<file path="src/c2s_pkg.sv">
`default_nettype none
package c2s_pkg;

   localparam int FRAC_BITS  = 16;
   localparam int DIVW       = 32 + FRAC_BITS;
   localparam int ROOT_STEPS = 32;
   localparam int RAT_STEPS  = 31;
   localparam int LATENCY    = DIVW + 69;

   typedef enum logic [1:0] {
      ST_OK     = 2'd0,
      ST_WZERO  = 2'd1,
      ST_ZAXIS  = 2'd2,
      ST_ORIGIN = 2'd3
   } status_type;

   typedef struct packed {
      logic signed [31:0] x_coord;
      logic signed [31:0] y_coord;
      logic signed [31:0] z_coord;
      logic signed [31:0] w_coord;
   } point_type;

   typedef struct packed {
      logic [31:0]        radius;
      logic signed [31:0] cos_azimuth;
      logic signed [31:0] sin_azimuth;
      logic [30:0]        cos_elevation;
      logic signed [31:0] sin_elevation;
      status_type         status;
   } result_type;

   // Scaled division by the weight, three lanes sharing one divisor.
   typedef struct packed {
      logic                      wz;
      logic [2:0]                an;
      logic                      wn;
      logic [31:0]               wm;
      logic [2:0][31:0]          rem;
      logic [2:0][DIVW-1:0]      nq;
   } div_type;

   typedef struct packed {
      logic                      wz;
      logic [2:0]                qn;
      logic [2:0][31:0]          qm;
      logic [2:0][63:0]          sq;
   } sq_type;

   // Two floor square roots: lane 0 horizontal, lane 1 full radius.
   typedef struct packed {
      logic                      wz;
      logic [2:0]                qn;
      logic [2:0][31:0]          qm;
      logic [1:0][63:0]          v;
      logic [1:0][33:0]          rem;
      logic [1:0][31:0]          root;
   } sqrt_type;

   // Four Q30 ratios: x/Rh, y/Rh, Rh/R, z/R.
   typedef struct packed {
      status_type                status;
      logic [2:0]                qn;
      logic [31:0]               radius;
      logic [3:0][32:0]          rem;
      logic [3:0][30:0]          nq;
      logic [3:0][31:0]          dv;
   } rat_type;

   function automatic logic [31:0] pack_signed(input logic neg, input logic [30:0] mag);
      logic [31:0] m;
      m = {1'b0, mag};
      return neg ? (~m + 32'd1) : m;
   endfunction

endpackage
`default_nettype wire

</file>
<file path="src/c2s_sqrt_cell.sv">
`default_nettype none
module c2s_sqrt_cell
   import c2s_pkg::*;
(
   input  wire logic     clock,
   input  wire logic     reset,
   input  wire logic     in_valid,
   input  wire sqrt_type in_data,
   output logic          out_valid,
   output sqrt_type      out_data
);

   logic     valid_ff;
   sqrt_type data_ff, data_in;

   // One root bit per cell: bring down two radicand bits, try 4*root+1.
   always_comb begin
      logic [35:0] trial;
      logic [35:0] t;
      logic        ge;
      data_in = in_data;
      for (int l = 0; l < 2; l++) begin
         trial = {in_data.rem[l], in_data.v[l][63:62]};
         t     = {2'b00, in_data.root[l], 2'b01};
         ge    = trial >= t;
         data_in.rem[l]  = ge ? 34'(trial - t) : trial[33:0];
         data_in.root[l] = {in_data.root[l][30:0], ge};
         data_in.v[l]    = {in_data.v[l][61:0], 2'b00};
      end
   end

   always_ff @(posedge clock) begin
      if (reset) begin
         valid_ff <= 1'b0;
      end else begin
         valid_ff <= in_valid;
      end
      data_ff <= data_in;
   end

   assign out_valid = valid_ff;
   assign out_data  = data_ff;

endmodule
`default_nettype wire

</file>
<file path="config.mk">
export PLATFORM = sky130hd
export DESIGN_NAME = c2s_sqrt_cell
export DESIGN_NICKNAME = d
export VERILOG_FILES = /design/src/c2s_pkg.sv /design/src/c2s_sqrt_cell.sv
export SDC_FILE = /design/constraint.sdc
export NUM_CORES = 1
export LEC_CHECK = 0
export BUFFER_PORTS_ARGS = -buffer_cell sky130_fd_sc_hd__buf_2
export CORE_AREA = 2 2 285 287
export CTS_CLUSTER_DIAMETER = 100
export DETAILED_ROUTE_END_ITERATION = 7
export DIE_AREA = 0 0 287 289
export SYNTH_ARGS = -nofsm -noshare
export SYNTH_HDL_FRONTEND = slang
export SYNTH_SLANG_ARGS = --single-unit
</file>
<file path="constraint.sdc">
create_clock -name clock -period 2.84 [get_ports clock]
set_clock_uncertainty 0.15 [all_clocks]
set_input_delay 0.284 -clock clock [delete_from_list [all_inputs] [get_ports clock]]
set_output_delay 0.284 -clock clock [all_outputs]
set_load 0.03 [all_outputs]
</file>
### After elaboration in Yosys (flattened, before gate mapping)

Cells that the tools add are included.
Widths: inputs -> output; s select.

* add/subtract/negate cells: 2
* magnitude comparators: 2
* mux-type cells: 2

Operators by type and width (number)
* $ge 36x34->1: 2
* $mux 34: 2
* $sub 34x34->34: 2

* register bits after elaboration: 357
* output and inout bits: 361
* word-level logic and storage cells: 18

### Depth between registers and ports, before layout

Gate-level depths: netlist of the first run.

* depth in word-level cells: 2
* mapped depth: 14
* mapped depth without buffers: 11

### Worst setup path after synthesis of the first run

No wires, ideal clock.

* path type: input-to-reg
* start point: in in_data[1] (netlist name)
* end point: reg data_ff, in the netlist out_data[70]
* setup time: 121 ps
* arrival time: 2737 ps
* required time: 2569 ps
* slack: -168 ps
* cell stages on the path: 13
* path buffers: 2
* path through: inv_1 -> ha_1 -> o21ai_2 -> a21oi_2 -> o31a_1 -> a211o_4 -> a21oi_4 -> o21a_1 -> o21ai_1 -> a2111o_1 -> buf_6 -> buf_12 -> mux2_4

RTL lines
* start, declared: line c2s_sqrt_cell.sv:8 `input wire sqrt_type in_data,`
* end signal, assigned: line c2s_sqrt_cell.sv:38 `data_ff <= data_in;`
* end, declared: line c2s_sqrt_cell.sv:14 `sqrt_type data_ff, data_in;`

==> results of run 1 <==
-- cells by family (layout without fill, tap and decap cells) --
kind of cell,after synthesis,after routing,synth area share [%]
AO/OA/AOI/OAI,233,233,12.5
XOR/XNOR,59,59,4.30
adder cells (fa/ha/maj),68,68,7.08
buffers and inverters,121,1468,4.68
flip-flops,357,357,59.5
multiplexers,44,44,4.95
other,1,12,0.0312
AND/OR/NAND/NOR,174,174,6.97
-- routing by layer --
layer	wire (um)	vias up
li1	-	6248
met1	21100	6003
met2	29800	617
met3	4740	156
met4	3850	8
met5	54	-
-- Yosys cell counts, drive strengths merged (6+ instances only) --
| library cell | instances | share of area (%) |
|---|---|---|
| a21oi | 88 | 3.8 |
| o21a | 9 | 0.56 |
| o21bai | 10 | 0.62 |
| nand2 | 35 | 1.1 |
| nand2b | 8 | 0.42 |
| nand4 | 15 | 0.78 |
| nand3 | 11 | 0.46 |
| clkbuf | 12 | 0.37 |
| a31oi | 7 | 0.36 |
| dfxtp | 357 | 59 |
| a211oi | 6 | 0.37 |
| nor2 | 65 | 2.0 |
| o21ai | 41 | 1.7 |
| ha | 68 | 7.1 |
| mux2 | 42 | 4.8 |
| inv | 92 | 2.9 |
| xor2 | 19 | 1.4 |
| xnor2 | 40 | 2.9 |
| a21o | 30 | 1.9 |
| nor2b | 8 | 0.42 |
| nor3 | 8 | 0.33 |
| buf | 16 | 1.3 |
-- state kept, by name (all words and copies together) (netlist names) --
signal	flops
out_data	356
out_valid	1
-- cells in the final DEF, fill, tap and decap left out, types with 15 or more instances in the layout --
master         netlist  routed
buf_2                3     711
dlygate4sd3_1        0     357
dfxtp_1            357     357
buf_4                7     215
inv_1               92      84
a21oi_1             85      80
nor2_1              65      59
ha_1                68      50
clkbuf_16            0      47
xnor2_1             40      40
o21ai_0             38      32
nand2_1             35      32
a21o_1              30      30
mux2_4              27      27
xor2_1              19      19
ha_4                 0      16
nand4_1             15      15
mux2_2              15      15
-- what timing repair did --
action | CTS | global route
endpoints found under the hold margin | 355 | 5
hold buffers | 358 | 5
buffers inserted | 0 | 10
endpoints found under the setup margin | 0 | 67
resized for setup | 0 | 67
-- report_power, final --
part	internal [uW]	switching [uW]	total (uW)
logic	1710	2180	3890
clock network	3250	2420	5670
registers	5450	144	5590
-- final timing paths --
| check | slack [ns] | cells past startpoint | end |
|---|---|---|---|
| worst max-delay path | 0.04 | 12 | out_data[81]$_DFF_P_ |
| worst min-delay path | 0.08 | 2 | out_data[93]$_DFF_P_ |
-- worst max-delay path, cell delays in order --
cell and delay [ns]:
dlygate4sd3_1 0.53, buf_2 0.15, ha_4 0.17, and2_1 0.13, o21ai_1 0.15, o21ai_2 0.11
nor3_2 0.20, o21a_1 0.15, o21ai_1 0.06, a2111o_2 0.65, clkbuf_16 0.24, mux2_4 0.29
-- stage by stage --
stage,instances,setup WS [ns],hold slack [ns],utilization (%),TNS [ns]
6_report,3475,0.0406,0.0802,30.0,0
2_1_floorplan,1060,0.00197,0.162,-,0
3_5_place_dp,3019,-0.468,0.238,23.1,-22.23
4_1_cts,3455,0.0113,0.0204,29.4,0
3_3_place_gp,3019,-0.457,0.236,23.1,-21.50
5_1_grt,3473,-0.0225,0.0373,30.0,-0.191
-- layout make-up --
cell class | count | share of cell area [%]
Inverter | 92 | 1.47
Clock buffer | 55 | 5.01
Timing Repair Buffer | 1298 | 37.5
Antenna cell | 8 | 0.0834
Clock inverter | 23 | 1.04
Tap cell | 1060 | 5.52
Sequential cell | 357 | 29.8
Multi-Input combinational cell | 582 | 19.6
==> impl_metrics.env, run 1 <==
export IMPL_status="completed"
export IMPL_seq_area_sq_um=7150
export IMPL_startpoint="in_data[82]"
export IMPL_syn_inst=1057
export IMPL_antenna_found_initial=12
export IMPL_powerDensity_nw_per_um2=631
export IMPL_dp_hpwl_mm=44.9
export IMPL_drc=0
export IMPL_met2_usage_pct=23.6
export IMPL_drt_iter0_drc=471
export IMPL_synth_edf_count=0
export IMPL_fmax_ghz=0.357
export IMPL_critPathLaunchType="primary input"
export IMPL_hold_path_class="primary input to register"
export IMPL_yosysSeqAreaShare_pct=59.5
export IMPL_slew_headroom_pct=60.3
export IMPL_hold_start="in_data[91]"
export IMPL_fin_nets=2806
export IMPL_viasPerCell=3.75
export IMPL_port_buffers=719
export IMPL_netlist_area_sq_um=12000
export IMPL_core_sq_um=79900
export IMPL_multi_input_area_sq_um=4700
export IMPL_period_share_pct=98.6
export IMPL_wl_per_cell_um=17.1
export IMPL_leakagePower_uw=0.0117
export IMPL_slew_violations=0
export IMPL_met1_usage_pct=13.4
export IMPL_synth_avg_cell_area_sq_um=11.4
export IMPL_fp_dieH_um=289
export IMPL_synth_yosys_warnings=0
export IMPL_grt_overflow=0
export IMPL_fillers=8230
export IMPL_cts_tree="built"
export IMPL_grt_max_degree=19
export IMPL_required_ns=3.14
export IMPL_cts_root_buf="clkbuf_16"
export IMPL_placed_area_sq_um=18500
export IMPL_final_area_sq_um=24000
export IMPL_min_period_ns=2.80
export IMPL_grt_pass1_wl_mm=81.1
export IMPL_clk_pin_slew_ns=0.07
export IMPL_ios=724
export IMPL_ant_nets=0
export IMPL_hold_viol=0
export IMPL_worstSetupEndpointType="register"
export IMPL_dieArea_sq_um=82900
export IMPL_htree_levels=2
export IMPL_use_met3_pct=3.65
export IMPL_row_count=104
export IMPL_start_util_pct=15.0
export IMPL_die_w_um=287
export IMPL_cp_arrival_ns=3.10
export IMPL_crit_fanout=6
export IMPL_finalSetupViolCount=0
export IMPL_area_growth_pct=99.9
export IMPL_cap_violations=0
export IMPL_finalPower_uw=15200
export IMPL_top_usage_layer="met2"
export IMPL_cts_buffer_depth=3
export IMPL_numCtsBuffers=44
export IMPL_synth_ff_latch_count=357
export IMPL_gp_congestion=0.930
export IMPL_drive_above_1_share_pct=46.7
export IMPL_drtPass1Iterations=5
export IMPL_ys_types=67
export IMPL_grt_pass1_vias=13500
export IMPL_grt_util_all_layers_pct=13.1
export IMPL_tightestPinTransition_ns=0.589
export IMPL_synthArstFlopShare_pct=0
export IMPL_cts_sinks=357
export IMPL_vias=13000
export IMPL_worst_setup_path_type="primary input to register"
export IMPL_synth_ff_type="dfxtp_1"
export IMPL_vdd_drop_max_mv=0.513
export IMPL_totalWireLength_mm=59.5
No activity file was read; power rests on OpenSTA's default activity.
==> inputs of run 2 (changes only) <==
==> constraint.sdc (replaced) <==
create_clock -name clock -period 2.84 [get_ports clock]
set_clock_uncertainty 0.15 [all_clocks]
set_input_delay 0 -clock clock [delete_from_list [all_inputs] [get_ports clock]]
set_output_delay 0 -clock clock [all_outputs]
set_load 0.03 [all_outputs]
==> impl_metrics.env, run 2 <==
export IMPL_cts_sinks=357
export IMPL_cts_resized=0
export IMPL_numCtsBuffers=42
export IMPL_fp_dieH_um=289
export IMPL_post_cts_buffers=0
export IMPL_status="did not finish"
export IMPL_placed_area_sq_um=17800
export IMPL_ios=724
export IMPL_cts_buffer_depth=3
export IMPL_dp_slack_ns=-0.151
export IMPL_netlist_area_sq_um=12000
export IMPL_cts_root_buf="clkbuf_16"
export IMPL_yosys_area_top_type="dfxtp_1"
export IMPL_syn_inst=1057
export IMPL_die_w_um=287
export IMPL_error="[ERROR RSZ-0060] Max buffer count reached."
export IMPL_synth_most_common_cell="dfxtp_1"
export IMPL_row_count=104
export IMPL_yosys_top_cells_count="357 x dfxtp_1, 92 x inv_1, 85 x a21oi_1"
export IMPL_synth_ff_type="dfxtp_1"
export IMPL_gp_congestion=0.891
export IMPL_synthTopCellsByArea="dfxtp_1 59%, ha_1 7.1%, a21oi_1 3.5%, mux2_4 3.4%, xnor2_1 2.9%"
export IMPL_start_util_pct=15.0
export IMPL_synth_avg_cell_area_sq_um=11.4
export IMPL_synth_ff_latch_count=357
export IMPL_synth_edf_count=0
export IMPL_htree_levels=2
export IMPL_dp_hpwl_mm=44.2
export IMPL_port_buffers=719
export IMPL_synth_top_area_share_pct=59.5
export IMPL_yosysSeqAreaShare_pct=59.5
export IMPL_ys_types=67
export IMPL_cts_hold_buf=605
export IMPL_synth_yosys_warnings=0
export IMPL_stop_stage="clock tree synthesis (4_1_cts)"
export IMPL_synthArstFlopShare_pct=0
run 2: cell counts after synthesis:
Identical to the previous run, type by type.
run 2: logic make-up after synthesis:
logic type,after synthesis,share of synthesized area [%]
flops,357,59.5
buf+inv,121,4.68
simple gates,174,6.97
mux,44,4.95
other cells,1,0.0312
xor+xnor,59,4.30
fa+ha+maj,68,7.08
compound gates,233,12.5
run 2: metrics by stage:
stage	instances	utilization, %	TNS, ns
floorplan	1060	-	0
global placement	2945	22.3	-4.77
detailed placement	2945	22.3	-4.42
==> inputs of run 3 (changes only) <==
--- a/config.mk
+++ b/config.mk
@@ -6,10 +6,10 @@
 export NUM_CORES = 1
 export LEC_CHECK = 0
 export BUFFER_PORTS_ARGS = -buffer_cell sky130_fd_sc_hd__buf_2
-export CORE_AREA = 2 2 285 287
-export CTS_CLUSTER_DIAMETER = 100
+export CORE_AREA = 2 2 280 282
 export DETAILED_ROUTE_END_ITERATION = 7
-export DIE_AREA = 0 0 287 289
+export DIE_AREA = 0 0 282 284
+export PLACE_DENSITY_LB_ADDON = 0.15
 export SYNTH_ARGS = -nofsm -noshare
 export SYNTH_HDL_FRONTEND = slang
 export SYNTH_SLANG_ARGS = --single-unit
==> constraint.sdc (replaced) <==
create_clock -name clock -period 3.7 [get_ports clock]
set_clock_uncertainty 0.15 [all_clocks]
set_input_delay 0 -clock clock [delete_from_list [all_inputs] [get_ports clock]]
set_output_delay 0 -clock clock [all_outputs]
set_load 0.03 [all_outputs]
==> impl_metrics.env, run 3 <==
export IMPL_yosys_area_top_type="dfxtp_1"
export IMPL_error="[ERROR RSZ-0060] Max buffer count reached."
export IMPL_fp_dieH_um=284
export IMPL_syn_inst=1057
export IMPL_numCtsBuffers=45
export IMPL_cts_root_buf="clkbuf_16"
export IMPL_synth_most_common_cell="dfxtp_1"
export IMPL_die_w_um=282
export IMPL_cts_resized=0
export IMPL_dp_hpwl_mm=43.5
export IMPL_synth_top_area_share_pct=59.5
export IMPL_gp_congestion=0.850
export IMPL_post_cts_buffers=0
export IMPL_ys_types=67
export IMPL_yosysSeqAreaShare_pct=59.5
export IMPL_status="did not finish"
export IMPL_cts_buffer_depth=3
export IMPL_synthTopCellsByArea="dfxtp_1 59%, ha_1 7.1%, a21oi_1 3.5%, mux2_4 3.4%, xnor2_1 2.9%"
export IMPL_stop_stage="clock tree synthesis (4_1_cts)"
export IMPL_cts_hold_buf=577
export IMPL_row_count=102
export IMPL_synth_avg_cell_area_sq_um=11.4
export IMPL_htree_levels=2
export IMPL_synthArstFlopShare_pct=0
export IMPL_yosys_top_cells_count="357 x dfxtp_1, 92 x inv_1, 85 x a21oi_1"
export IMPL_ios=724
export IMPL_netlist_area_sq_um=12000
export IMPL_port_buffers=719
export IMPL_synth_edf_count=0
export IMPL_synth_yosys_warnings=0
export IMPL_start_util_pct=15.6
export IMPL_synth_ff_type="dfxtp_1"
export IMPL_cts_sinks=357
export IMPL_synth_ff_latch_count=357
run 3: cell counts after synthesis:
No cell type changed its count.
run 3: metrics by stage:
stage / instances / utilization [%] / area, sq um / hold slack [ns] / worst slack (ns)
3_5_place_dp: 2798 / 21.8 / 16800 / -0.0464 / 0.438
3_3_place_gp: 2798 / 21.8 / 16800 / -0.0477 / 0.456
2_1_floorplan: 1060 / - / 12000 / -0.122 / 0.976
run 3: kinds of logic after synthesis:
| kind of cell | count (synthesis) | synth area share, % |
|---|---|---|
| other | 1 | 0.0312 |
| XOR/XNOR | 59 | 4.30 |
| AO/OA/AOI/OAI | 233 | 12.5 |
| AND/OR/NAND/NOR | 174 | 6.97 |
| flip-flops | 357 | 59.5 |
| buffers and inverters | 121 | 4.68 |
| adder cells (fa/ha/maj) | 68 | 7.08 |
| multiplexers | 44 | 4.95 |
