[src/c2s_pkg.sv]
`default_nettype none
package c2s_pkg;

   localparam int FRAC_BITS  = 16;
   localparam int DIVW       = 32 + FRAC_BITS;
   localparam int ROOT_STEPS = 32;
   localparam int RAT_STEPS  = 31;
   localparam int LATENCY    = DIVW + 69;

   typedef enum logic [1:0] {
      ST_OK     = 2'd0,
      ST_WZERO  = 2'd1,
      ST_ZAXIS  = 2'd2,
      ST_ORIGIN = 2'd3
   } status_type;

   typedef struct packed {
      logic signed [31:0] x_coord;
      logic signed [31:0] y_coord;
      logic signed [31:0] z_coord;
      logic signed [31:0] w_coord;
   } point_type;

   typedef struct packed {
      logic [31:0]        radius;
      logic signed [31:0] cos_azimuth;
      logic signed [31:0] sin_azimuth;
      logic [30:0]        cos_elevation;
      logic signed [31:0] sin_elevation;
      status_type         status;
   } result_type;

   // Scaled division by the weight, three lanes sharing one divisor.
   typedef struct packed {
      logic                      wz;
      logic [2:0]                an;
      logic                      wn;
      logic [31:0]               wm;
      logic [2:0][31:0]          rem;
      logic [2:0][DIVW-1:0]      nq;
   } div_type;

   typedef struct packed {
      logic                      wz;
      logic [2:0]                qn;
      logic [2:0][31:0]          qm;
      logic [2:0][63:0]          sq;
   } sq_type;

   // Two floor square roots: lane 0 horizontal, lane 1 full radius.
   typedef struct packed {
      logic                      wz;
      logic [2:0]                qn;
      logic [2:0][31:0]          qm;
      logic [1:0][63:0]          v;
      logic [1:0][33:0]          rem;
      logic [1:0][31:0]          root;
   } sqrt_type;

   // Four Q30 ratios: x/Rh, y/Rh, Rh/R, z/R.
   typedef struct packed {
      status_type                status;
      logic [2:0]                qn;
      logic [31:0]               radius;
      logic [3:0][32:0]          rem;
      logic [3:0][30:0]          nq;
      logic [3:0][31:0]          dv;
   } rat_type;

   function automatic logic [31:0] pack_signed(input logic neg, input logic [30:0] mag);
      logic [31:0] m;
      m = {1'b0, mag};
      return neg ? (~m + 32'd1) : m;
   endfunction

endpackage
`default_nettype wire

[src/c2s_rat_cell.sv]
`default_nettype none
module c2s_rat_cell
   import c2s_pkg::*;
(
   input  wire logic    clock,
   input  wire logic    reset,
   input  wire logic    in_valid,
   input  wire rat_type in_data,
   output logic         out_valid,
   output rat_type      out_data
);

   logic    valid_ff;
   rat_type data_ff, data_in;

   always_comb begin
      logic [33:0] trial;
      logic        ge;
      data_in = in_data;
      for (int l = 0; l < 4; l++) begin
         trial = {in_data.rem[l], in_data.nq[l][30]};
         ge    = trial >= {2'b00, in_data.dv[l]};
         data_in.rem[l] = ge ? 33'(trial - {2'b00, in_data.dv[l]}) : trial[32:0];
         data_in.nq[l]  = {in_data.nq[l][29:0], ge};
      end
   end

   always_ff @(posedge clock) begin
      if (reset) begin
         valid_ff <= 1'b0;
      end else begin
         valid_ff <= in_valid;
      end
      data_ff <= data_in;
   end

   assign out_valid = valid_ff;
   assign out_data  = data_ff;

endmodule
`default_nettype wire

[config.mk]
export PLATFORM = sky130hd
export DESIGN_NAME = c2s_rat_cell
export DESIGN_NICKNAME = d
export VERILOG_FILES = /design/src/c2s_pkg.sv /design/src/c2s_rat_cell.sv
export SDC_FILE = /design/constraint.sdc
export NUM_CORES = 1
export LEC_CHECK = 0
export BUFFER_PORTS_ARGS = -buffer_cell sky130_fd_sc_hd__buf_2
export CAP_MARGIN = 20
export CORE_AREA = 5 5 324 326
export DETAILED_ROUTE_END_ITERATION = 10
export DIE_AREA = 0 0 329 331
export GPL_ROUTABILITY_DRIVEN = 0
export PLACE_DENSITY_LB_ADDON = 0.2
export SYNTH_ARGS = -nofsm -noshare
export SYNTH_HDL_FRONTEND = slang
export SYNTH_SLANG_ARGS = --single-unit
[constraint.sdc]
create_clock -name clock -period 3.1 [get_ports clock]
set_input_delay 0.62 -clock clock [delete_from_list [all_inputs] [get_ports clock]]
set_output_delay 0.62 -clock clock [all_outputs]
set_load 0.01 [all_outputs]
## Word-level counts from Yosys, hierarchy flattened

Index checks and enable logic that the tools add are counted.

- Register bits: 422
- Word-level logic and storage cells: 28
- Input port bits: 424

- Mux-type cells: 4
- $lt $le $gt $ge: 4
- Add/subtract/negate cells: 4

Operators with widths:

| kind | number |
|---|---|
| $ge 34x32->1 | 4 |
| $mux 33 | 4 |
| $sub 33x32->33 | 4 |

## Logic depth before layout (Yosys ltp)

Gate-level depths: netlist of the first run.

- Word-level depth: 2
- Gate-level depth with buffers: 15
- Mapped depth without buffers: 13

## Worst setup path before layout of the first run

No wires, ideal clock.

- Path kind: input to register
- From: input in_data[158] in the netlist's numbering
- To: register data_ff, in the netlist out_data[260]
- Arrival time: 3.043 ns
- Required time: 2.979 ns
- Cell stages on the path: 13
- Setup slack: -0.064 ns
- Cell sequence: inv_1 ha_1 inv_1 fa_1 a21oi_1 o21ai_1 o21a_2 o41ai_4 o211ai_1 nand2_1 nand4_4 buf_6 mux2_4

RTL lines:

| item | line | text |
|---|---|---|
| start, declared | c2s_rat_cell.sv:8 | `input wire rat_type in_data,` |
| end signal, assigned | c2s_rat_cell.sv:34 | `data_ff <= data_in;` |
| end, declared | c2s_rat_cell.sv:14 | `rat_type data_ff, data_in;` |

==> results.json, run 1 <==
{
  "status": "finished clean",
  "synth_warnings": 0,
  "synth_fp_nets": 2341,
  "overflow": 0,
  "final-hold-violation-count": 0,
  "multi_input_area_um2": 8077,
  "totalNegativeSetupSlack_ps": 0,
  "rsz0062_at_grt": "no",
  "floorplan.die_area_um2": 108900,
  "setup_viol": 0,
  "rows": 117,
  "slew_headroom_pct": 61.64,
  "crit_path_start_kind": "input pin",
  "syn_area_per_cell_um2": 9.705,
  "critical-path-max-stage-delay_ps": 510,
  "yosys.cell_types.count": 77,
  "wirelength_um": 77400,
  "timing_worst_slew_pin_value_ps": 571.6,
  "crit_chain": "buf_2, inv_1, ha_1, inv_1, fa_1, a21oi_1, o211ai_1, a31oi_2, a21oi_1, o21ai_1, nand3_1, a2111o_2, buf_4, mux2_2",
  "mostFrequentLayoutCell": "sky130_fd_sc_hd__buf_2",
  "area.sequential_um2": 8448,
  "clkSlewWorstSetupHoldPaths_ps": 60,
  "cp_max_fo": 20,
  "clock.fmax_mhz": 331.3,
  "global_route_wire_length_before_repair_um": 110200,
  "most-common-layout-cells": "845 x sky130_fd_sc_hd__buf_2, 422 x sky130_fd_sc_hd__dfxtp_1, 311 x sky130_fd_sc_hd__buf_4",
  "count_of_flip_flops_with_a_built_in_enable_after_synthesis": 0,
  "ys_seq_elements": 422,
  "route.antenna.remaining_nets": 0,
  "timing.final.crit_share_pct": 97.37,
  "max_slew_violation_total_from_the_final_report": 0,
  "critPathTopFamily": "compound AO/OA/AOI/OAI gates",
  "peakVddDrop_mv": 0.4170,
  "seq_area_frac_synth_pct": 48.76,
  "pin_count": 846,
  "design.final.nets": 3514,
  "yosys_most_used_dff": "sky130_fd_sc_hd__dfxtp_1",
  "use_met1_pct": 16.41,
  "vias_per_cell": 3.880,
  "track_usage_pct": 13.35,
  "drt_pre_antenna_iters": 5,
  "hold_end": "out_data[141]$_DFF_P_",
  "detailedPlacementHpwl_um": 66880,
  "cp.buffers_inverters": 4,
  "clock_tree_from_tritoncts": "built",
  "tritoncts.num_buffers": 50,
  "timing.hold.worst.start": "in_data[140]",
  "synth_top_area_cells": "sky130_fd_sc_hd__dfxtp_1 49%, sky130_fd_sc_hd__ha_1 9.2%, sky130_fd_sc_hd__a21oi_1 6.2%",
  "global_route.usage.met2_pct": 22.49,
  "remaining_drc_errors": 0,
  "syn_inst": 1785,
  "cell_depth_of_the_worst_hold_path": 1,
  "busiest_layer": "met2",
  "grt_max_degree": 37,
  "dr.first_iter.drc_count": 657,
  "postCtsSetupBuffers": 0,
  "class_of_the_worst_hold_path": "input pin to flip-flop",
  "number_of_max_cap_violations": 0,
  "cts_htree_levels": 2,
  "clock_sink_count": 422,
  "io_buffers": 845,
  "timing.critical_path.to_type": "flip-flop",
  "largest_area_contributor_in_the_synthesized_netlist": "sky130_fd_sc_hd__dfxtp_1",
  "worst-endpoint-arrival_ps": 3520,
  "dieWidth_um": 329,
  "path_class": "input pin to flip-flop",
  "maximum_root_to_sink_buffer_count": 3,
  "cp.required_ps": 3600,
  "worst_path_max_delay_cell": "sky130_fd_sc_hd__a2111o_2",
  "synth_async_sr_flop_share_pct": 0,
  "yosys_top_cell_area_share_pct": 48.76,
  "cell_area_after_technology_mapping_um2": 17320,
  "count_of_vias_placed_by_the_detailed_router": 16950,
  "clock-root-buffer": "sky130_fd_sc_hd__clkbuf_16",
  "powerDensity_nw_per_um2": 597.9,
  "grt_pass1_vias": 17710,
  "clock_period_minus_worst_slack_ps": 3018,
  "die_span_in_y_um": 331,
  "initial_util_pct": 17.08,
  "hold_buffers": 0,
  "leakagePower_uw": 0.01362,
  "post_route_cells_drive_above_1_share_pct": 43.97,
  "nFillCells": 11170,
  "grt_antenna_before_repair": 25,
  "finish.utilization_pct": 26.90,
  "area_delta_synth_final_pct": 57.51,
  "global_routing_met3_resource_utilization_pct": 4.966,
  "postCtsResizedCells": 0,
  "core_um2": 101400,
  "wl_per_cell_um": 17.72
}
==> routing by layer <==
layer / share of wire [%] / vias up
met4: 1.6 / 32
li1: - / 8528
met2: 47 / 604
met1: 42 / 7678
met3: 9.1 / 109
met5: 0.26 / -
==> synth_stat cells, drive strengths merged, types with 6 or more instances <==
| cell | count |
|---|---|
| o21ai | 87 |
| nor2b | 16 |
| nand4 | 26 |
| o211ai | 6 |
| inv | 157 |
| nand2b | 17 |
| o21bai | 13 |
| and3 | 11 |
| xor2 | 45 |
| buf | 26 |
| a211oi | 19 |
| and2 | 9 |
| clkbuf | 18 |
| dfxtp | 422 |
| nor2 | 144 |
| a21o | 54 |
| a21oi | 218 |
| a31oi | 19 |
| xnor2 | 69 |
| mux2 | 42 |
| nor3 | 17 |
| nand2 | 94 |
| o31ai | 8 |
| ha | 128 |
| o21a | 22 |
| nand3 | 25 |
==> cell families (layout without fill, tap and decap cells) <==
kind of cell,after synthesis,count (layout),share of synthesized area [%]
compound gates,490,490,17.59
flops,422,422,48.76
other cells,0,6,0
simple gates,382,382,10.40
xor+xnor,114,114,5.763
buf+inv,201,1411,4.774
mux,44,44,2.997
fa+ha+maj,132,132,9.707
==> state kept, by name, summed over array words and instances, names as in the netlist <==
signal	cells
out_data	421
out_valid	1
==> stage by stage <==
| stage | setup slack, ps | total power (uW) | hold slack (ps) | std cells | instance area (um^2) |
|---|---|---|---|---|---|
| floorplan | 4.386 | 8210 | 647.7 | 1785 | 17340 |
| global placement | -491.7 | 10400 | 721.9 | 4274 | 25570 |
| detailed placement | -524.2 | 10370 | 723.6 | 4274 | 25570 |
| CTS | 149.9 | 16660 | 39.77 | 4363 | 27270 |
| global route | 10.19 | 17250 | 50.89 | 4363 | 27270 |
| finish | 81.63 | 16320 | 102.1 | 4369 | 27290 |
==> report_power, final <==
part | switching, uW | total [uW] | internal, uW
sequential | 219 | 6240 | 6020
clock | 2400 | 6120 | 3720
combinational | 2090 | 3960 | 1860
==> worst max path at each step <==
| stage | startpoint | end | slack (ps) | cells past startpoint |
|---|---|---|---|---|
| 5_1_grt | in_data[189] | out_data[298]$_DFF_P_ | 10 | 14 |
| 3_3_place_gp | in_data[189] | out_data[297]$_DFF_P_ | -490 | 14 |
| 3_5_place_dp | in_data[189] | out_data[297]$_DFF_P_ | -520 | 14 |
| 6_report | in_data[189] | out_data[297]$_DFF_P_ | 80 | 14 |
| 4_1_cts | in_data[189] | out_data[306]$_DFF_P_ | 150 | 14 |
| 2_1_floorplan | in_data[158] | out_data[260]$_DFF_P_ | 4 | 13 |
==> layout make-up <==
type                            instances  share of cell area [%]
Antenna cell                            6                 0.05502
Clock buffer                           73                   5.429
Clock inverter                         16                  0.8116
Inverter                              157                   2.160
Multi-Input combinational cell       1162                   29.60
Sequential cell                       422                   30.96
Tap cell                             1368                   6.273
Timing Repair Buffer                 1165                   24.71
Note: power is estimated with default switching activity, not from simulation.
==> run 2: changes to the inputs <==
--- a/config.mk
+++ b/config.mk
@@ -11,7 +11,7 @@
 export DETAILED_ROUTE_END_ITERATION = 10
 export DIE_AREA = 0 0 329 331
 export GPL_ROUTABILITY_DRIVEN = 0
-export PLACE_DENSITY_LB_ADDON = 0.2
+export PLACE_DENSITY_LB_ADDON = 0.08
 export SYNTH_ARGS = -nofsm -noshare
 export SYNTH_HDL_FRONTEND = slang
 export SYNTH_SLANG_ARGS = --single-unit
==> results.json, run 2 (synthesis gave the netlist of run 1 again) <==
{
  "status": "finished clean",
  "slew_headroom_pct": 62.95,
  "seq_pwr_share_pct": 36.5,
  "core_um2": 101400,
  "cp_max_fo": 4,
  "grt_pass1_vias": 18060,
  "timing.final.crit_share_pct": 94.37,
  "wl_per_cell_um": 18.80,
  "route.antenna.remaining_nets": 0,
  "peakVddDrop_mv": 0.4645,
  "timing.critical_path.to": "out_data[312]$_DFF_P_",
  "cp-startpoint": "in_data[36]",
  "clock-root-buffer": "sky130_fd_sc_hd__clkbuf_16",
  "maximum_root_to_sink_buffer_count": 3,
  "io_buffers": 845,
  "vias_per_cell": 3.923,
  "largest_register_ff_count": 421,
  "powerDensity_nw_per_um2": 624.1,
  "class_of_the_worst_hold_path": "input pin to flip-flop",
  "track_usage_pct": 14.18,
  "final-hold-violation-count": 0,
  "instance_count_on_the_critical_path": 15,
  "mostFrequentLayoutCell": "sky130_fd_sc_hd__buf_2",
  "final_critical_path_setup_slack_ps": 174.7,
  "clock.fmax_mhz": 341.8,
  "cp.buffers_inverters": 5,
  "postCtsSetupBuffers": 0,
  "rsz0062_at_grt": "no",
  "critPathMostFrequentCell": "sky130_fd_sc_hd__buf_4",
  "count_of_vias_placed_by_the_detailed_router": 17050,
  "max_slew_violation_total_from_the_final_report": 0,
  "crit_chain": "buf_2, inv_1, ha_1, a21oi_1, buf_4, nand2_1, o211a_1, nor4bb_4, buf_12, o311ai_1, a221oi_1, buf_4, o21bai_1, xor2_1, mux2_2",
  "rows": 117,
  "place_ws_ps": -603.0,
  "number_of_max_cap_violations": 0,
  "power_report.internal_total_uw": 11980,
  "remaining_drc_errors": 0,
  "timing_worst_slew_pin_value_ps": 550.0,
  "cp.required_ps": 3610,
  "floorplan.die_area_um2": 108900,
  "worst_path_max_delay_cell": "sky130_fd_sc_hd__nor4bb_4",
  "clkSlewWorstSetupHoldPaths_ps": 60,
  "nFillCells": 11170,
  "dieWidth_um": 329,
  "final_power_uw": 16970,
  "clock_sink_count": 422,
  "detailedPlacementHpwl_um": 70040,
  "hold_buffers": 0,
  "setup_viol": 0,
  "postCtsResizedCells": 0,
  "crit_path_start_kind": "input pin",
  "leakagePower_uw": 0.01352,
  "clockPowerShare_pct": 40.2,
  "path_class": "input pin to flip-flop",
  "worst-endpoint-arrival_ps": 3430,
  "initial_util_pct": 17.08,
  "power.combinational.fraction_pct": 23.3,
  "design.final.nets": 3476,
  "grt_max_degree": 44,
  "critPathTopFamily": "compound AO/OA/AOI/OAI gates",
  "pin_count": 846,
  "die_span_in_y_um": 331,
  "most-common-layout-cells": "845 x sky130_fd_sc_hd__buf_2, 422 x sky130_fd_sc_hd__dfxtp_1, 270 x sky130_fd_sc_hd__buf_4",
  "dr.first_iter.drc_count": 680,
  "post_route_cells_drive_above_1_share_pct": 43.50,
  "area_delta_synth_final_pct": 56.99,
  "cts_htree_levels": 2,
  "overflow": 0,
  "wirelength_um": 81690,
  "tritoncts.num_buffers": 55,
  "drt_pre_antenna_iters": 5,
  "clock_tree_from_tritoncts": "built",
  "clock_period_minus_worst_slack_ps": 2925,
  "sw_pwr_uw": 4992,
  "global_route_wire_length_before_repair_um": 116700,
  "power.share.switching_pct": 29.41,
  "critical-path-max-stage-delay_ps": 410,
  "grt_antenna_before_repair": 35,
  "timing.critical_path.to_type": "flip-flop"
}
-- run 2: changes by cell type in the layout (fill, tap and decap cells not counted), sizes merged --
cell	delta
clkinv	+4
clkinvlp	+2
buf	-43
diode	+9
inv	+6
clkbuf	-5
bufinv	+4
-- run 2: worst min-delay path by stage --
stage               cells past startpoint         start               endpoint
floorplan                               0    in_data[0]    out_data[0]$_DFF_P_
global placement                        1  in_data[168]  out_data[169]$_DFF_P_
detailed placement                      1  in_data[415]  out_data[415]$_DFF_P_
CTS                                     1  in_data[241]  out_data[242]$_DFF_P_
global route                            1  in_data[228]  out_data[229]$_DFF_P_
finish                                  1  in_data[187]  out_data[188]$_DFF_P_
-- run 2: power groups by stage --
stage               Combinational, uW  Clock (uW)  Sequential (uW)
floorplan                        1610           0             6600
global route                     4360        7380             6250
detailed placement               4040           0             6330
CTS                              4070        7180             6220
finish                           3960        6820             6190
global placement                 4070           0             6330
-- run 2: per-stage QoR --
step | hold WS [ps] | TNS (ps) | cell area (um^2) | util, % | std cells
6_report | 82.99 | 0 | 27200 | 26.81 | 4346
5_1_grt | 21.90 | 0 | 27160 | 26.78 | 4333
4_1_cts | 0.4163 | 0 | 27150 | 26.76 | 4331
3_5_place_dp | 723.6 | -41510 | 25220 | 24.86 | 4231
3_3_place_gp | 722.2 | -36640 | 25220 | 24.86 | 4231
2_1_floorplan | 647.7 | 0 | 17340 | - | 1785
-- run 2: cell type report --
class / instances / area [um^2] / share of cell area (%)
sequential: 422 / 8448 / 31.06
multi-input combinational: 1162 / 8089 / 29.74
timing repair buffer: 1122 / 6396 / 23.52
tap: 1368 / 1712 / 6.293
clock buffer: 68 / 1475 / 5.424
inverter: 157 / 589.3 / 2.167
clock inverter: 32 / 450.4 / 1.656
antenna: 15 / 37.54 / 0.1380
-- run 2: routing by layer --
| metal | vias to the layer above | track usage (%) | share of wire (%) |
|---|---|---|---|
| met4 | 18 | 4.371 | 2.8 |
| met5 | - | 0 | 0.12 |
| met1 | 7852 | 15.10 | 38 |
| li1 | 8462 | - | - |
| met2 | 589 | 26.58 | 51 |
| met3 | 128 | 4.620 | 8.1 |
==> run 3: changes to the inputs <==
--- a/config.mk
+++ b/config.mk
@@ -5,11 +5,12 @@
 export SDC_FILE = /design/constraint.sdc
 export NUM_CORES = 1
 export LEC_CHECK = 0
+export ABC_AREA = 1
 export BUFFER_PORTS_ARGS = -buffer_cell sky130_fd_sc_hd__buf_2
 export CAP_MARGIN = 20
-export CORE_AREA = 5 5 324 326
+export CORE_AREA = 5 5 331 333
 export DETAILED_ROUTE_END_ITERATION = 10
-export DIE_AREA = 0 0 329 331
+export DIE_AREA = 0 0 336 338
 export GPL_ROUTABILITY_DRIVEN = 0
 export PLACE_DENSITY_LB_ADDON = 0.08
 export SYNTH_ARGS = -nofsm -noshare
==> results.json, run 3 <==
{
  "status": "finished clean",
  "synth_simple_gate_area_share_pct": 35.34,
  "final_power_uw": 17000,
  "powerDensity_nw_per_um2": 575.8,
  "floorplan.die_area_um2": 113600,
  "timing_worst_slew_pin_value_ps": 468.1,
  "max_slew_violation_total_from_the_final_report": 0,
  "clock-root-buffer": "sky130_fd_sc_hd__clkbuf_16",
  "cp_max_fo": 22,
  "count_of_flip_flops_with_a_built_in_enable_after_synthesis": 0,
  "postCtsResizedCells": 0,
  "cp.buffers_inverters": 4,
  "clkSlewWorstSetupHoldPaths_ps": 70,
  "critPathMostFrequentCell": "sky130_fd_sc_hd__nand2_1",
  "grt_pass1_vias": 22360,
  "count_of_vias_placed_by_the_detailed_router": 22170,
  "number_of_max_cap_violations": 0,
  "synth_warnings": 0,
  "vias_per_cell": 3.987,
  "timing.final.crit_share_pct": 70.08,
  "nFillCells": 12160,
  "hold_buffers": 0,
  "maximum_root_to_sink_buffer_count": 3,
  "synth_async_sr_flop_share_pct": 0,
  "yosys_most_used_dff": "sky130_fd_sc_hd__dfxtp_1",
  "synth_fa_ha_area_share_pct": 7.784,
  "synth_most_common_cell": "sky130_fd_sc_hd__nand2_1",
  "final-instance-count-excl-fill": 5561,
  "core_um2": 106300,
  "synth_fp_nets": 3774,
  "peakVddDrop_mv": 0.3910,
  "ys_seq_elements": 422,
  "clock_sink_count": 422,
  "wirelength_um": 105000,
  "yosys_top_cell_area_share_pct": 39.11,
  "final-hold-violation-count": 0,
  "worst-endpoint-arrival_ps": 2690,
  "wirelength_met1_um": 43220,
  "rows": 120,
  "area.sequential_um2": 8448,
  "leakagePower_uw": 0.01739,
  "mostFrequentLayoutCell": "sky130_fd_sc_hd__nand2_1",
  "clock.fmax_mhz": 460.3,
  "multi_input_area_um2": 10320,
  "postCtsSetupBuffers": 0,
  "drt_pre_antenna_iters": 7,
  "post_route_cells_drive_above_1_share_pct": 25.09,
  "initial_util_pct": 20.32,
  "yosys.cell_types.count": 31,
  "pin_count": 846,
  "synth.top_cells.by_count": "1274 x sky130_fd_sc_hd__nand2_1, 668 x sky130_fd_sc_hd__inv_1, 422 x sky130_fd_sc_hd__dfxtp_1",
  "io_buffers": 845,
  "critical-path-max-stage-delay_ps": 390,
  "track_usage_pct": 17.64,
  "critPathTopFamily": "simple AND/OR/NAND/NOR gates",
  "sw_pwr_uw": 5393,
  "grt_max_degree": 33,
  "cp.required_ps": 3620,
  "syn_inst": 3218,
  "largest_area_contributor_in_the_synthesized_netlist": "sky130_fd_sc_hd__dfxtp_1",
  "seq_pwr_share_pct": 36.4,
  "route.antenna.remaining_nets": 0,
  "seq_area_frac_synth_pct": 39.11,
  "largest_register_ff_count": 421,
  "worst_path_max_delay_cell": "sky130_fd_sc_hd__fa_1",
  "overflow": 0,
  "cell_area_after_technology_mapping_um2": 21600,
  "detailedPlacementHpwl_um": 90150,
  "power_report.internal_total_uw": 11610,
  "totalNegativeSetupSlack_ps": 0,
  "grt_antenna_before_repair": 34,
  "wl_per_cell_um": 18.88,
  "synth_top_area_cells": "sky130_fd_sc_hd__dfxtp_1 39%, sky130_fd_sc_hd__nand2_1 22%, sky130_fd_sc_hd__inv_1 12%",
  "highest_layer": "met5",
  "remaining_drc_errors": 0,
  "path_class": "input pin to flip-flop",
  "synthMuxAreaShare_pct": 0,
  "crit_chain": "buf_2, inv_1, ha_1, inv_1, fa_1, nand3_1, nand3_2, nand2_1, nand2_1, nand2_2, nand3_4, buf_12, nand2_1, nand2_1",
  "synth_top_family_by_area": "simple AND/OR/NAND/NOR gates",
  "slew_headroom_pct": 68.68,
  "design.final.nets": 4662,
  "routed-wl-met3_um": 7789,
  "met2WireLength_um": 50830,
  "die_span_in_y_um": 338,
  "rsz0062_at_grt": "no",
  "clock_period_minus_worst_slack_ps": 2172,
  "synth_compound_gate_area_share_pct": 2.201,
  "most-common-layout-cells": "1274 x sky130_fd_sc_hd__nand2_1, 845 x sky130_fd_sc_hd__buf_2, 668 x sky130_fd_sc_hd__inv_1",
  "crit_path_start_kind": "input pin",
  "clock_tree_from_tritoncts": "built",
  "cts_htree_levels": 2,
  "dieWidth_um": 336,
  "area_delta_synth_final_pct": 36.65,
  "setup_viol": 0,
  "power.combinational.fraction_pct": 23.6,
  "power.share.switching_pct": 31.73,
  "dr.first_iter.drc_count": 988,
  "class_of_the_worst_hold_path": "input pin to flip-flop",
  "clockPowerShare_pct": 40.0,
  "tritoncts.num_buffers": 52,
  "synth_xor_xnor_area_share_pct": 2.433,
  "timing.critical_path.to_type": "flip-flop",
  "global_route_wire_length_before_repair_um": 148400,
  "dpl.cell_count": 5455,
  "syn_area_per_cell_um2": 6.713
}
-- run 3: cell count changes after synthesis, moves of 19 or more --
cell | previous run | this run
sky130_fd_sc_hd__a21oi_1 | 214 | 79
sky130_fd_sc_hd__a211oi_1 | 19 | 0
sky130_fd_sc_hd__mux2_2 | 35 | 0
sky130_fd_sc_hd__nand4_1 | 25 | 143
sky130_fd_sc_hd__nand2_1 | 94 | 1274
sky130_fd_sc_hd__nor2_2 | 1 | 21
sky130_fd_sc_hd__inv_1 | 157 | 668
sky130_fd_sc_hd__o21a_1 | 21 | 0
sky130_fd_sc_hd__xnor2_1 | 69 | 0
sky130_fd_sc_hd__nand3_1 | 25 | 115
sky130_fd_sc_hd__o21ai_0 | 78 | 0
sky130_fd_sc_hd__a21o_1 | 54 | 4
-- run 3: through the flow --
step / utilization [%] / worst slack [ps] / hold slack (ps) / cell area [um^2]
finish: 27.77 / 927.6 / 76.39 / 29520
global route: 27.76 / 762.3 / 32.87 / 29510
CTS: 27.75 / 925.3 / 16.26 / 29500
detailed placement: 25.96 / 223.2 / 723.6 / 27590
global placement: 25.96 / 265.6 / 722.3 / 27590
floorplan: - / 871.1 / 647.7 / 21600
-- run 3: path summary, 6_finish.rpt --
path    startpoint                     to  slack (ps)  cells after the start
max   in_data[158]  out_data[268]$_DFF_P_         930                     14
min   in_data[187]  out_data[188]$_DFF_P_          80                      1
-- run 3: power by group through the flow --
| stage | sequential [uW] | clock, uW | combinational (uW) |
|---|---|---|---|
| 2_1_floorplan | 6550 | 0 | 1890 |
| 6_report | 6190 | 6800 | 4010 |
| 4_1_cts | 6220 | 7090 | 4110 |
| 3_5_place_dp | 6330 | 0 | 4100 |
| 3_3_place_gp | 6330 | 0 | 4120 |
| 5_1_grt | 6240 | 7270 | 4500 |
-- run 3: routing by layer --
layer / vias up / GRT usage, %
li1: 11510 / -
met1: 9822 / 20.58
met2: 669 / 31.38
met3: 147 / 5.351
met4: 22 / 4.913
met5: - / 0
-- run 3: kinds of logic after synthesis --
| family | after synthesis |
|---|---|
| compound gates | 91 |
| xor+xnor | 60 |
| fa+ha+maj | 132 |
| buf+inv | 721 |
| flops | 422 |
| simple gates | 1792 |
-- run 3: cell type report --
| type | instances | area share [%] |
|---|---|---|
| multi-input combinational | 2075 | 34.95 |
| sequential | 422 | 28.62 |
| timing repair buffer | 883 | 15.42 |
| inverter | 672 | 8.545 |
| tap | 1403 | 5.946 |
| clock buffer | 70 | 5.048 |
| clock inverter | 27 | 1.403 |
| antenna | 9 | 0.07629 |
